[config.mk]
export PLATFORM = sky130hd
export DESIGN_NAME = base32_stream_encoder_core
export DESIGN_NICKNAME = d
export VERILOG_FILES = /design/src/design/b32e_pkg.sv /design/src/design/b32e_char_gen.sv /design/src/design/base32_stream_encoder_core.sv
export VERILOG_INCLUDE_DIRS = /design/src /design/src/design
export SDC_FILE = /design/constraint.sdc
export NUM_CORES = 1
export LEC_CHECK = 0
export BUFFER_PORTS_ARGS = -buffer_cell sky130_fd_sc_hd__clkbuf_2
export CAP_MARGIN = 20
export CORE_ASPECT_RATIO = 1.2
export CORE_MARGIN = 2
export CORE_UTILIZATION = 58
export DETAILED_ROUTE_END_ITERATION = 10
export PLACE_DENSITY = 0.8
export SYNTH_ARGS = -nofsm -noshare
export SYNTH_HDL_FRONTEND = slang
export SYNTH_SLANG_ARGS = --single-unit
[constraint.sdc]
create_clock -name clk -period 4.5 [get_ports clk]
set_clock_uncertainty 0.2 [all_clocks]
set_input_delay 0.675 -clock clk [delete_from_list [all_inputs] [get_ports clk]]
set_output_delay 0.675 -clock clk [all_outputs]
set_load 0.03 [all_outputs]
[src/design/assert_macros.svh]
// assertion macros used by the encoder core
`ifndef ASSERT_MACROS_SVH
`define ASSERT_MACROS_SVH

`ifndef SYNTHESIS

`define ASSERT_CLK(label, clk, rst_n, prop) \
  label: assert property (@(posedge clk) disable iff (!rst_n) prop) \
    else $error("assertion failed");

`define ASSERT_CLK_ALWAYS(label, clk, prop) \
  label: assert property (@(posedge clk) prop) \
    else $error("assertion failed");

`else

`define ASSERT_CLK(label, clk, rst_n, prop)

`define ASSERT_CLK_ALWAYS(label, clk, prop)

`endif

`endif

[src/design/b32e_pkg.sv]
// types, constants and character lookup for the base32 stream encoder
package b32e_pkg;

  localparam logic [6:0] CHAR_A     = 7'h41;
  localparam logic [6:0] CHAR_2     = 7'h32;
  localparam logic [6:0] PAD_CHAR   = 7'h39;
  localparam int unsigned ALPHA_LETTERS = 26;
  localparam logic [3:0] SYMBOL_BITS = 4'd5;

  typedef logic [11:0] acc_t;
  typedef logic [3:0]  bit_cnt_t;
  typedef logic [2:0]  grp_pos_t;

  typedef struct packed {
    logic [6:0] char_code;
    logic       is_pad;
    logic       done;
    bit_cnt_t   bits_nxt;
  } b32e_char_t;

  function automatic logic [6:0] b32e_symbol(input logic [4:0] idx);
    logic [6:0] code;
    if (idx < 5'(ALPHA_LETTERS)) begin
      code = CHAR_A + 7'(idx);
    end else begin
      code = CHAR_2 + 7'(idx) - 7'(ALPHA_LETTERS);
    end
    return code;
  endfunction

endpackage

[src/design/b32e_char_gen.sv]
// picks the next output character from the held bits and the group position
module b32e_char_gen import b32e_pkg::*; (
  input  acc_t       acc,
  input  bit_cnt_t   bits,
  input  grp_pos_t   gpos,
  input  logic       last,
  output b32e_char_t chr
);

  logic [11:0] shifted;
  logic [4:0]  idx;
  logic [4:0]  flush_idx;
  grp_pos_t    gpos_inc;

  assign shifted   = acc >> (bits - SYMBOL_BITS);
  assign flush_idx = {1'b0, acc[3:0]} << (3'd5 - bits[2:0]);
  assign gpos_inc  = gpos + 3'd1;

  always_comb begin
    idx           = shifted[4:0];
    chr.is_pad    = 1'b0;
    chr.bits_nxt  = '0;
    if (bits >= SYMBOL_BITS) begin
      chr.bits_nxt = bits - SYMBOL_BITS;
    end else if (bits != '0) begin
      idx = flush_idx;
    end else begin
      chr.is_pad = 1'b1;
    end
    chr.char_code = chr.is_pad ? PAD_CHAR : b32e_symbol(idx);
    if (last) begin
      chr.done = (chr.bits_nxt == '0) && (gpos_inc == '0);
    end else begin
      chr.done = chr.bits_nxt < SYMBOL_BITS;
    end
  end

endmodule

[src/design/base32_stream_encoder_core.sv]
// Base32 stream encoder (A-Z, 2-7 alphabet, '9' pad). Bytes enter MSB first
// and leave as one character per clock while the output is not stalled: a plain
// byte yields one or two characters, a byte flagged final up to eight as the
// leftover bits are flushed and the 8-character group is padded. The next byte
// is accepted in the same cycle that the previous one's last character moves
// into the single character output register. No clearing pass after reset.
`include "assert_macros.svh"

module base32_stream_encoder_core import b32e_pkg::*; (
  input  logic       clk,
  input  logic       rst_n,
  input  logic       in_valid,
  output logic       in_ready,
  input  logic [7:0] in_data_byte,
  input  logic       in_final_byte,
  output logic       out_valid,
  input  logic       out_ready,
  output logic [6:0] out_char_code,
  output logic       out_is_pad,
  output logic       out_final_char
);

  logic       busy_r, busy_nxt;
  acc_t       acc_r, acc_nxt;
  bit_cnt_t   bits_r, bits_nxt;
  grp_pos_t   gpos_r, gpos_nxt;
  logic       last_r, last_nxt;
  logic       out_valid_r;
  logic [6:0] out_char_code_r;
  logic       out_is_pad_r;
  logic       out_final_char_r;

  b32e_char_t chr;
  logic       step;
  logic       in_take;
  bit_cnt_t   left_cnt;

  b32e_char_gen u_char_gen (
    .acc  (acc_r),
    .bits (bits_r),
    .gpos (gpos_r),
    .last (last_r),
    .chr  (chr)
  );

  assign step     = busy_r && (!out_valid_r || out_ready);
  assign in_ready = !busy_r || (step && chr.done);
  assign in_take  = in_valid && in_ready;
  assign left_cnt = busy_r ? chr.bits_nxt : bits_r;

  always_comb begin
    busy_nxt = busy_r;
    acc_nxt  = acc_r;
    bits_nxt = bits_r;
    gpos_nxt = gpos_r;
    last_nxt = last_r;
    if (step) begin
      bits_nxt = chr.bits_nxt;
      gpos_nxt = (chr.done && last_r) ? '0 : gpos_r + 3'd1;
      if (chr.done) begin
        busy_nxt = 1'b0;
      end
    end
    if (in_take) begin
      busy_nxt = 1'b1;
      acc_nxt  = {acc_r[3:0], in_data_byte};
      bits_nxt = left_cnt + 4'd8;
      last_nxt = in_final_byte;
    end
  end

  always_ff @(posedge clk) begin
    if (!rst_n) begin
      busy_r      <= 1'b0;
      bits_r      <= '0;
      gpos_r      <= '0;
      last_r      <= 1'b0;
      out_valid_r <= 1'b0;
    end else begin
      busy_r <= busy_nxt;
      bits_r <= bits_nxt;
      gpos_r <= gpos_nxt;
      last_r <= last_nxt;
      if (step) begin
        out_valid_r <= 1'b1;
      end else if (out_ready) begin
        out_valid_r <= 1'b0;
      end
    end
  end

  always_ff @(posedge clk) begin
    acc_r <= acc_nxt;
    if (step) begin
      out_char_code_r  <= chr.char_code;
      out_is_pad_r     <= chr.is_pad;
      out_final_char_r <= chr.done && last_r;
    end
  end

  assign out_valid      = out_valid_r;
  assign out_char_code  = out_char_code_r;
  assign out_is_pad     = out_is_pad_r;
  assign out_final_char = out_final_char_r;

  // leftover between bytes never reaches a full symbol
  `ASSERT_CLK(a_idle_leftover, clk, rst_n, !busy_r |-> bits_r < SYMBOL_BITS)
  `ASSERT_CLK(a_take_busy, clk, rst_n, in_take |=> busy_r)
  // pads only come after all data bits of a final byte are gone
  `ASSERT_CLK(a_pad_final, clk, rst_n, (step && chr.is_pad) |-> (last_r && bits_r == '0))
  // a plain byte only emits full symbols
  `ASSERT_CLK(a_plain_full, clk, rst_n, (step && !last_r) |-> bits_r >= SYMBOL_BITS)

endmodule

## Yosys cells after proc, flatten, opt, wreduce, memory -nomap -nowiden

Index checks and enable logic that the tools add are counted.

- Bits of input ports: 13
- Output and inout bits: 11
- Register bits: 31
- Logic and storage cells: 53

- $lt $le $gt $ge: 3
- Shift-type cells: 2
- Reduce and logical (&&, ||, !) cells: 16
- Mux-type cells: 16
- Add/sub/neg operators: 7

Operators by type and width:

| cell | number |
|---|---|
| 4-bit two-way mux | 4 |
| 12-bit by 4-bit >> shifter with 5-bit output | 1 |
| 5-bit two-way mux | 2 |
| 1-bit two-way mux | 8 |
| 6-bit by 5-bit adder with 7-bit output (first input constant) | 1 |
| 7-bit by 5-bit adder with 7-bit output (first input constant) | 1 |
| 7-bit two-way mux | 1 |
| 7-bit by 5-bit subtractor with 7-bit output (second input constant) | 1 |
| 2-bit nonzero test | 3 |
| 1-bit logical AND | 5 |
| 5-bit less-than comparator (second input constant) | 1 |
| 4-bit by 3-bit left shift with 5-bit output | 1 |
| 4-bit adder (second input constant) | 1 |
| 4-bit by 3-bit greater-or-equal comparator with 1-bit output (second input constant) | 1 |
| 4-bit logical NOT | 1 |
| 4-bit by 3-bit less-than comparator with 1-bit output (second input constant) | 1 |
| 4-bit nonzero test | 1 |
| 4-bit by 3-bit subtractor with 4-bit output (second input constant) | 1 |
| 3-bit by 1-bit adder with 3-bit output (second input constant) | 1 |
| 3-bit logical NOT | 1 |
| 3-bit two-way mux | 1 |
| 3-bit subtractor (first input constant) | 1 |
| 1-bit logical NOT | 2 |
| 1-bit logical OR | 2 |
| 2-bit AND reduction | 1 |

## Depth between registers and ports, before layout

Gate-level depths: netlist (run 1).

- Depth after elaboration: 10
- Mapped depth: 14
- Depth with buffers taken out: 11

## Hierarchy

From an unflattened synthesis (run 1), not the netlist that was laid out.

- Cell total of the unflattened synthesis: 176
- Area, all modules: 1935.6 µm²

By module, submodules not included:

| module | seq. area each (µm²) | cells an instance | area each (µm²) | instances |
|---|---|---|---|---|
| base32_stream_encoder_core | 830.8 | 71 | 1052.3 | 1 |
| b32e_char_gen | 0.0 | 105 | 883.3 | 1 |

## Least setup slack after synthesis (run 1)

No wires, ideal clock.

- Path kind: reg-to-reg
- Start: reg bits_r[0]
- End: reg last_r
- Path slack: 1302 ps
- Setup time: 120 ps
- Arrival: 2878 ps
- Buffers on the path: 4
- Required time: 4180 ps
- Stages on the path, launching flop included: 13
- Period minus slack after synthesis: 3198 ps
- Cell sequence: dfxtp_1 -> buf_6 -> buf_12 -> buf_6 -> inv_1 -> ha_1 -> buf_4 -> nand2_1 -> a211oi_1 -> o211ai_1 -> a21boi_1 -> mux2i_1 -> nor2_1

- Longest elaborated chain between the ends: 8
- Elaborated cells between the ends (all ways): 10
- Those cells by class: add/sub (1); order compare (2); mux (2); reduce/logical (5)

RTL lines:

| element | RTL line | RTL |
|---|---|---|
| from (decl) | base32_stream_encoder_core.sv:25 | `bit_cnt_t bits_r, bits_nxt;` |
| from (signal assigned) | base32_stream_encoder_core.sv:81 | `bits_r <= bits_nxt;` |
| 4-bit by 3-bit subtractor with 4-bit output or 4-bit by 3-bit greater-or-equal comparator with 1-bit output (tied branches) | b32e_char_gen.sv:24, b32e_char_gen.sv:23 |  |
| 4-bit two-way mux (*) | b32e_char_gen.sv:23 | `if (bits >= SYMBOL_BITS) begin` |
| branches (longest 2 deep; another with 4-bit by 3-bit less-than comparator with 1-bit output) | - |  |
| 1-bit two-way mux (*) | b32e_char_gen.sv:31 | `if (last) begin` |
| 1-bit logical AND (*) | base32_stream_encoder_core.sv:47 | `assign in_ready = !busy_r \|\| (step && chr.done);` |
| 1-bit logical OR (*) | base32_stream_encoder_core.sv:47 |  |
| 1-bit logical AND (*) | base32_stream_encoder_core.sv:48 | `assign in_take = in_valid && in_ready;` |
| to (signal assigned) | base32_stream_encoder_core.sv:83 | `last_r <= last_nxt;` |
| to (decl) | base32_stream_encoder_core.sv:27 | `logic last_r, last_nxt;` |

Every way passes the cells marked *.
A chain may end at the register's enable or synchronous reset.

## Worst setup path after layout (run 1)

- Start: reg bits_r[0]
- End: out in_ready

- Longest elaborated chain between the ends: 7
- Elaborated cells between the ends (all ways): 9
- Those cells by class: add/sub (1); order compare (2); mux (2); reduce/logical (4)

RTL lines:

| element | RTL line | RTL |
|---|---|---|
| 4-bit by 3-bit subtractor with 4-bit output or 4-bit by 3-bit greater-or-equal comparator with 1-bit output (tied branches) | b32e_char_gen.sv:24, b32e_char_gen.sv:23 |  |
| 4-bit two-way mux (*) | b32e_char_gen.sv:23 |  |
| branches (longest 2 deep; another with 4-bit by 3-bit less-than comparator with 1-bit output) | - |  |
| 1-bit two-way mux (*) | b32e_char_gen.sv:31 |  |
| 1-bit logical AND (*) | base32_stream_encoder_core.sv:47 |  |
| 1-bit logical OR (*) | base32_stream_encoder_core.sv:47 |  |
| to (decl) | base32_stream_encoder_core.sv:13 | `output logic in_ready,` |

Marked as above.

==> results of run 1 <==
==> worst max-delay path, cell delays in order, from the launching register on <==
cell      delay [ps]
dfxtp_1          300
buf_4            310
inv_1            100
ha_1             630
nand2_1          150
a211oi_1         330
o211ai_1         200
nand2_1          100
clkbuf_2         200
==> stage by stage <==
step	cells	util [%]	cell area (sq um)	power (W)	worst slack, ps
global route	250	66.4	2200	0.000819	823
finish	250	66.4	2200	0.000774	1020
detailed placement	242	63.6	2110	0.000561	1200
global placement	242	63.6	2110	0.000550	1290
floorplan	188	-	2000	0.000517	1300
CTS	250	66.4	2200	0.000780	1030
==> layout make-up <==
type,instances,share of cell area [%]
clock buffers,7,3.93
clock inverters,1,0.171
inverters,9,1.54
multi-input cells,140,48.5
flip-flops and latches,31,37.8
well taps,37,2.11
repair buffers,25,5.93
==> how the worst max path moves through the flow <==
stage | end | slack (ps) | cells after the start
6_report | in_ready | 1020 | 8
5_1_grt | in_ready | 820 | 8
4_1_cts | in_ready | 1030 | 8
3_5_place_dp | out_char_code[4] | 1200 | 9
3_3_place_gp | out_char_code[4] | 1290 | 9
2_1_floorplan | last_r | 1300 | 12
==> cells in the final DEF (no fill, tap or decap), types with 2 or more instances in the layout <==
| cell | netlist | final |
|---|---|---|
| a21oi_1 | 11 | 11 |
| nor2_1 | 18 | 18 |
| o2bb2ai_1 | 2 | 2 |
| a211oi_1 | 2 | 2 |
| nand2b_1 | 3 | 3 |
| nand3_1 | 4 | 4 |
| clkbuf_2 | 0 | 23 |
| mux4_2 | 2 | 2 |
| dfxtp_1 | 10 | 10 |
| or3_1 | 2 | 2 |
| mux2i_1 | 24 | 24 |
| clkbuf_8 | 0 | 6 |
| xnor2_1 | 4 | 4 |
| a21o_1 | 3 | 3 |
| edfxtp_1 | 21 | 21 |
| nand2_1 | 17 | 17 |
| nor3_1 | 3 | 3 |
| inv_1 | 9 | 9 |
| o211ai_1 | 4 | 4 |
| a31oi_1 | 2 | 2 |
| o21ai_0 | 3 | 3 |
| ha_1 | 9 | 9 |
| xor2_1 | 3 | 3 |
| buf_4 | 1 | 2 |
| a311oi_1 | 2 | 2 |
| nor3b_1 | 3 | 3 |
==> power groups by stage <==
stage	registers, W	logic (W)	clock network (W)
6_report	0.000350	0.000206	0.000218
5_1_grt	0.000353	0.000228	0.000237
4_1_cts	0.000350	0.000206	0.000223
3_5_place_dp	0.000356	0.000204	0
3_3_place_gp	0.000356	0.000194	0
2_1_floorplan	0.000365	0.000152	0
==> kinds of logic (layout without fill, tap and decap cells) <==
logic type,Yosys count,after routing,share of synthesized area [%]
buffers and inverters,17,42,5.13
DFF,31,31,41.6
adders and majority gates,9,9,5.64
AOI/OAI and AO/OA,41,41,16.0
and+or+nand+nor,55,55,12.9
muxes,27,27,14.8
xor gates and xnor gates,8,8,3.88
==> state kept, by name, indices dropped and copies added (netlist names) <==
| name | cells |
|---|---|
| busy_r | 1 |
| out_is_pad | 1 |
| gpos_r | 3 |
| acc_r | 12 |
| bits_r | 4 |
| out_valid | 1 |
| out_char_code | 7 |
| out_final_char | 1 |
| last_r | 1 |
==> layer usage <==
metal  vias up  share of wire (%)  global-route usage [%]
li1        735                  -                       -
met1       724                 41                    26.2
met2        30                 53                    39.3
met3        13                2.8                    4.54
met4         0                3.2                    13.1
met5         -                  0                       0
==> results.md, run 1 <==
* Setup repair bufs after CTS at 0
* RePlAce Congestion at 0.902
* Top FF cell, synth: edfxtp_1
* Static leakage at 0.824 nW
* Area delta synth->final at 9.89%
* Most common cell in the netlist: mux2i_1
* Cell Area, Synth at 2000 sq um
* FF+latch area at 831 sq um
* Fin Setup TNS at 0 ps
* DIE AREA at 3930 sq um
* Top-level I/O count at 24
* Final Cycle Share at 77.3%
* Number of synthesized flops with an enable pin at 21
* Syn_area_per_cell at 10.6 sq um
* Count of hold-fix buffers inserted at cts at 0
* Post-synth ARST share at 0%
* # fillers at 259
* RSZ-0062 raised after global routing: false
* Hold WC Path Type: reg2reg
* Worst Setup SP: bits_r[0]
* Layout cells sized above 1 at 20.2%
* Via count at 1502
* Sequential area share after synthesis at 41.6%
* Final Hold Viols at 0
* Kind of critical path: reg2out
* Number of global-route vias before repair at 1471
* Die width at 57.6 um
* H-tree depth at 2
* Syn nets at 210
* I/O Buffers at 23
* CTS tree: done
* Register share of total power at 45.3%
* Maximum vdd drop at 0.000267 V
* Top-area cell type share of the netlist area at 31.6%
* Flops & latches, synth at 31
* # diodes at 0
* CTS clk-pin slew, worst paths at 60 ps
* Clock power frac at 28.1%
* Register-to-register setup slack at 1130 ps
* Synth top area cells: edfxtp_1 32%, mux2i_1 12%, dfxtp_1 10%
* Post-DP HPWL at 3.06 mm
* Die Ht at 68.3 um
* WP data required at 3620 ps
* Largest net degree at the start of global routing at 26
* Routed Wire Length at 3.94 mm
* Yosys cell types at 47
* Crit. End Element: primary output
* Period minus WS final at 3480 ps
* CP arrival at 2600 ps
* Num Clock Sinks at 31
* Hold slack at 331 ps
* Clk root buf: clkbuf_8
* TritonRoute pass-1 iters at 4
* Outcome: finished, final reports clean
* Total grt overflow at 0
* Synth warn at 0
* Worst setup SP type: flip-flop
* Rel. slew slack at 59.5%
* Wire length of the first global-routing pass at 6.61 mm
* Initial Utilization at 60.4%
* Psw at 0.000238 W
* Vias per inst at 6.01
* Slew Limit Fails at 0
* Footprint of the multi-input gates at 1060 sq um
* WHS Endpoint: out_valid
* Initial DRC Count at 54
* Final setup viols at 0
* Combinational share of power at 26.6%
* Min-delay src: busy_r
* Mapped Cells at 188
* Nets at 234
* CP Max Fanout at 25
* Worst hold path stage count at 2
* ANT nets after route at 0
* Rows at 23
* Crit Reg-Reg Startpoint: bits_r[0]
* Switching share of power at 30.7%
* Clock buffer count from CTS at 5
* Total internal power at 0.000537 W
* Cell taking the most area after synthesis: edfxtp_1
* MaxCap Viol Count at 0
* DRC Markers at 0
* Total GRT Usage at 22.8%
* Initial antenna violation count at 0
* Pwr Density at 353 nW/um^2
* R2R depth at 11
* R2R Path End: out_char_code[4]
* Wire length per cell at 15.8 um
* PostCTS Resize Cnt at 0
* Commonest cells post-synth: 24 x mux2i_1, 21 x edfxtp_1, 18 x nor2_1, 17 x nand2_1, 11 x a21oi_1
* F_max at 0.288 GHz
* Worst-Margin Slew at 602 ps
* Core Box Area at 3310 sq um
* Deepest clock path buffer count at 2
* Worst-Skew Late Latency at 280 ps
No activity file was read; power rests on OpenSTA's default activity.
==> run 2, diff against run 1 <==
==> constraint.sdc (replaced) <==
create_clock -name clk -period 3.4 [get_ports clk]
set_clock_uncertainty 0.2 [all_clocks]
set_input_delay 0.51 -clock clk [delete_from_list [all_inputs] [get_ports clk]]
set_output_delay 0.51 -clock clk [all_outputs]
set_load 0.03 [all_outputs]
==> run 2 against run 1 <==
Global-route usage down 0.80 points. Die area unchanged. Sequential share of layout area down 0.13 points. Non-clock buffer count up 1. Clock-buffer cell count unchanged. Combinational power up 33%. Cell count up 0.40%. Via count up 1.6%. Worst setup slack worse by 790 ps. Critical path type is now reg2reg. Largest cell class unchanged. Largest power group unchanged.
==> results.md, run 2 (same netlist as run 1, synthesis figures left out) <==
* Count of hold-fix buffers inserted at cts at 0 (unchanged)
* Largest register FFs at 12 (unchanged)
* Dpl cells at 243 (+0.41%)
* # diodes at 0 (unchanged)
* Area delta synth->final at 10.3%
* Die width at 57.6 um (unchanged)
* Worst-Skew Late Latency at 280 ps (about the same)
* Clk root buf: clkbuf_8
* Worst-Margin Slew at 566 ps (-35.8 ps)
* Top-level I/O count at 24 (unchanged)
* PostCTS Resize Cnt at 0 (unchanged)
* Wire length per cell at 15.8 um (about the same)
* Fin cells at 251 (+0.40%)
* Core Util, Final at 66.6% (+0.23 points)
* WHS Endpoint: acc_r[4]
* Rel. slew slack at 62.2% (+2.8 points)
* Register-to-register setup slack at 240 ps (-890 ps)
* Die Ht at 68.3 um (unchanged)
* Final Hold Viols at 0 (unchanged)
* Min-delay src: in_data_byte[4]
* CP Max Fanout at 8 (-68%)
* Vias per inst at 6.08 (+1.2%)
* Initial Utilization at 60.4% (unchanged)
* Outcome: finished, final reports clean
* Slew Limit Fails at 0 (unchanged)
* Worst setup SP type: flip-flop
* I/O Buffers at 23 (unchanged)
* Total GRT Usage at 22.0% (-0.80 points)
* Setup WS pre-CTS at 277 ps (-926 ps)
* CTS tree: done
* Deepest clock path buffer count at 2 (unchanged)
* TritonRoute pass-1 iters at 4 (unchanged)
* Clock buffer count from CTS at 5 (unchanged)
* Period minus WS final at 3160 ps
* MaxCap Viol Count at 0 (unchanged)
* WP data required at 3240 ps (-380 ps)
* Post-DP HPWL at 2.98 mm (-2.8%)
* # fillers at 255 (-1.5%)
* Fin Setup TNS at 0 ps (unchanged)
* Worst hold path stage count at 1 (-1)
* Commonest non-fill, non-tap cell in the layout: mux2i_1
* Number of global-route vias before repair at 1457 (-0.95%)
* Num Clock Sinks at 31 (unchanged)
* Final Cycle Share at 93.1%
* R2R Path End: out_char_code[4]
* H-tree depth at 2 (unchanged)
* F_max at 0.316 GHz
* Setup repair bufs after CTS at 0 (unchanged)
* Worst setup margin at 235 ps (-787 ps)
* DIE AREA at 3930 sq um (unchanged)
* Maximum vdd drop at 0.000427 V (+60%)
* Hold WC Path Type: in2reg
* Layout cells sized above 1 at 20.6% (+0.37 points)
* RePlAce Congestion at 0.855 (-5.2%)
* Via count at 1526 (+1.6%)
* Initial antenna violation count at 0 (unchanged)
* ANT nets after route at 0 (unchanged)
* Footprint of the multi-input gates at 1060 sq um (unchanged)
* Wire length of the first global-routing pass at 6.48 mm (-2.0%)
* Most frequent cells in the layout: 24 x mux2i_1, 23 x clkbuf_2, 21 x edfxtp_1, 18 x nor2_1, 17 x nand2_1
* Total grt overflow at 0 (unchanged)
* CP arrival at 3010 ps (+410 ps)
* Crit Reg-Reg Startpoint: bits_r[1]
* Pwr Density at 467 nW/um^2 (+32%)
* Biggest register: acc_r
* DRC Markers at 0 (unchanged)
* Rows at 23 (unchanged)
* Final setup viols at 0 (unchanged)
* Kind of critical path: reg2reg
* Nets at 235 (+0.43%)
* Static leakage at 0.829 nW (+0.65%)
* Routed Wire Length at 3.95 mm (+0.33%)
* Initial DRC Count at 55 (+1.9%)
* Largest net degree at the start of global routing at 19 (-27%)
* R2R depth at 10 (-1)
* CTS clk-pin slew, worst paths at 60 ps (about the same)
* Core Box Area at 3310 sq um (unchanged)
* RSZ-0062 raised after global routing: false
* FF+latch area at 831 sq um (unchanged)
* Crit. End Element: flip-flop
==> run 2: cell types whose count changed in the layout (fill, tap and decap cells not counted) <==
cell	before	now
buf_4	2	3
==> run 2: layout make-up <==
class / instances / share of cell area (%)
clock buffer: 7 / 3.92
clock inverter: 1 / 0.170
inverter: 9 / 1.53
multi-input combinational: 140 / 48.3
sequential: 31 / 37.7
tap: 37 / 2.10
timing repair buffer: 26 / 6.25
==> run 2: how the worst max path moves through the flow <==
| stage | slack [ps] | depth (start not counted) | start | endpoint |
|---|---|---|---|---|
| finish | 240 | 10 | bits_r[1] | out_char_code[4] |
| global route | 8 | 7 | bits_r[1] | in_ready |
| CTS | 250 | 7 | bits_r[1] | in_ready |
| detailed placement | 280 | 8 | bits_r[1] | out_char_code[4] |
| global placement | 380 | 10 | bits_r[1] | out_char_code[3] |
| floorplan | 200 | 12 | bits_r[0] | last_r |
==> run 2: report_power, final <==
group	switching [W]	total [W]	leakage (nW)	internal, W
Clock	0.000129	0.000290	0.0459	0.000162
Sequential	0.0000253	0.000465	0.282	0.000440
Combinational	0.000164	0.000273	0.501	0.000109
Total	0.000318	0.00103	0.829	0.000711
==> run 2: through the flow <==
| step | total power (W) | hold slack (ps) | instance area (sq um) |
|---|---|---|---|
| 4_1_cts | 0.00103 | 198 | 2200 |
| 3_3_place_gp | 0.000730 | 300 | 2110 |
| 3_5_place_dp | 0.000742 | 322 | 2110 |
| 5_1_grt | 0.00107 | 196 | 2200 |
| 2_1_floorplan | 0.000685 | 275 | 2000 |
| 6_report | 0.00103 | 202 | 2200 |
==> run 2: per-layer routing <==
layer | GRT usage [%] | up-vias | part of all wire (%) | wire length (um)
li1 | - | 738 | - | -
met1 | 24.9 | 735 | 42 | 1670
met2 | 40.6 | 46 | 51 | 2020
met3 | 3.97 | 7 | 5.1 | 201
met4 | 8.72 | 0 | 1.5 | 60
met5 | 0 | - | 0 | 0
==> run 2: worst max-delay path: stages (launching register included) <==
cell and delay [ps]:
dfxtp_1 450, inv_1 150, ha_1 310, and3b_1 240, o21ai_0 460, o21bai_1 200
o211ai_1 210, ha_1 310, o21ai_2 150, o21ai_1 100, a21o_1 150
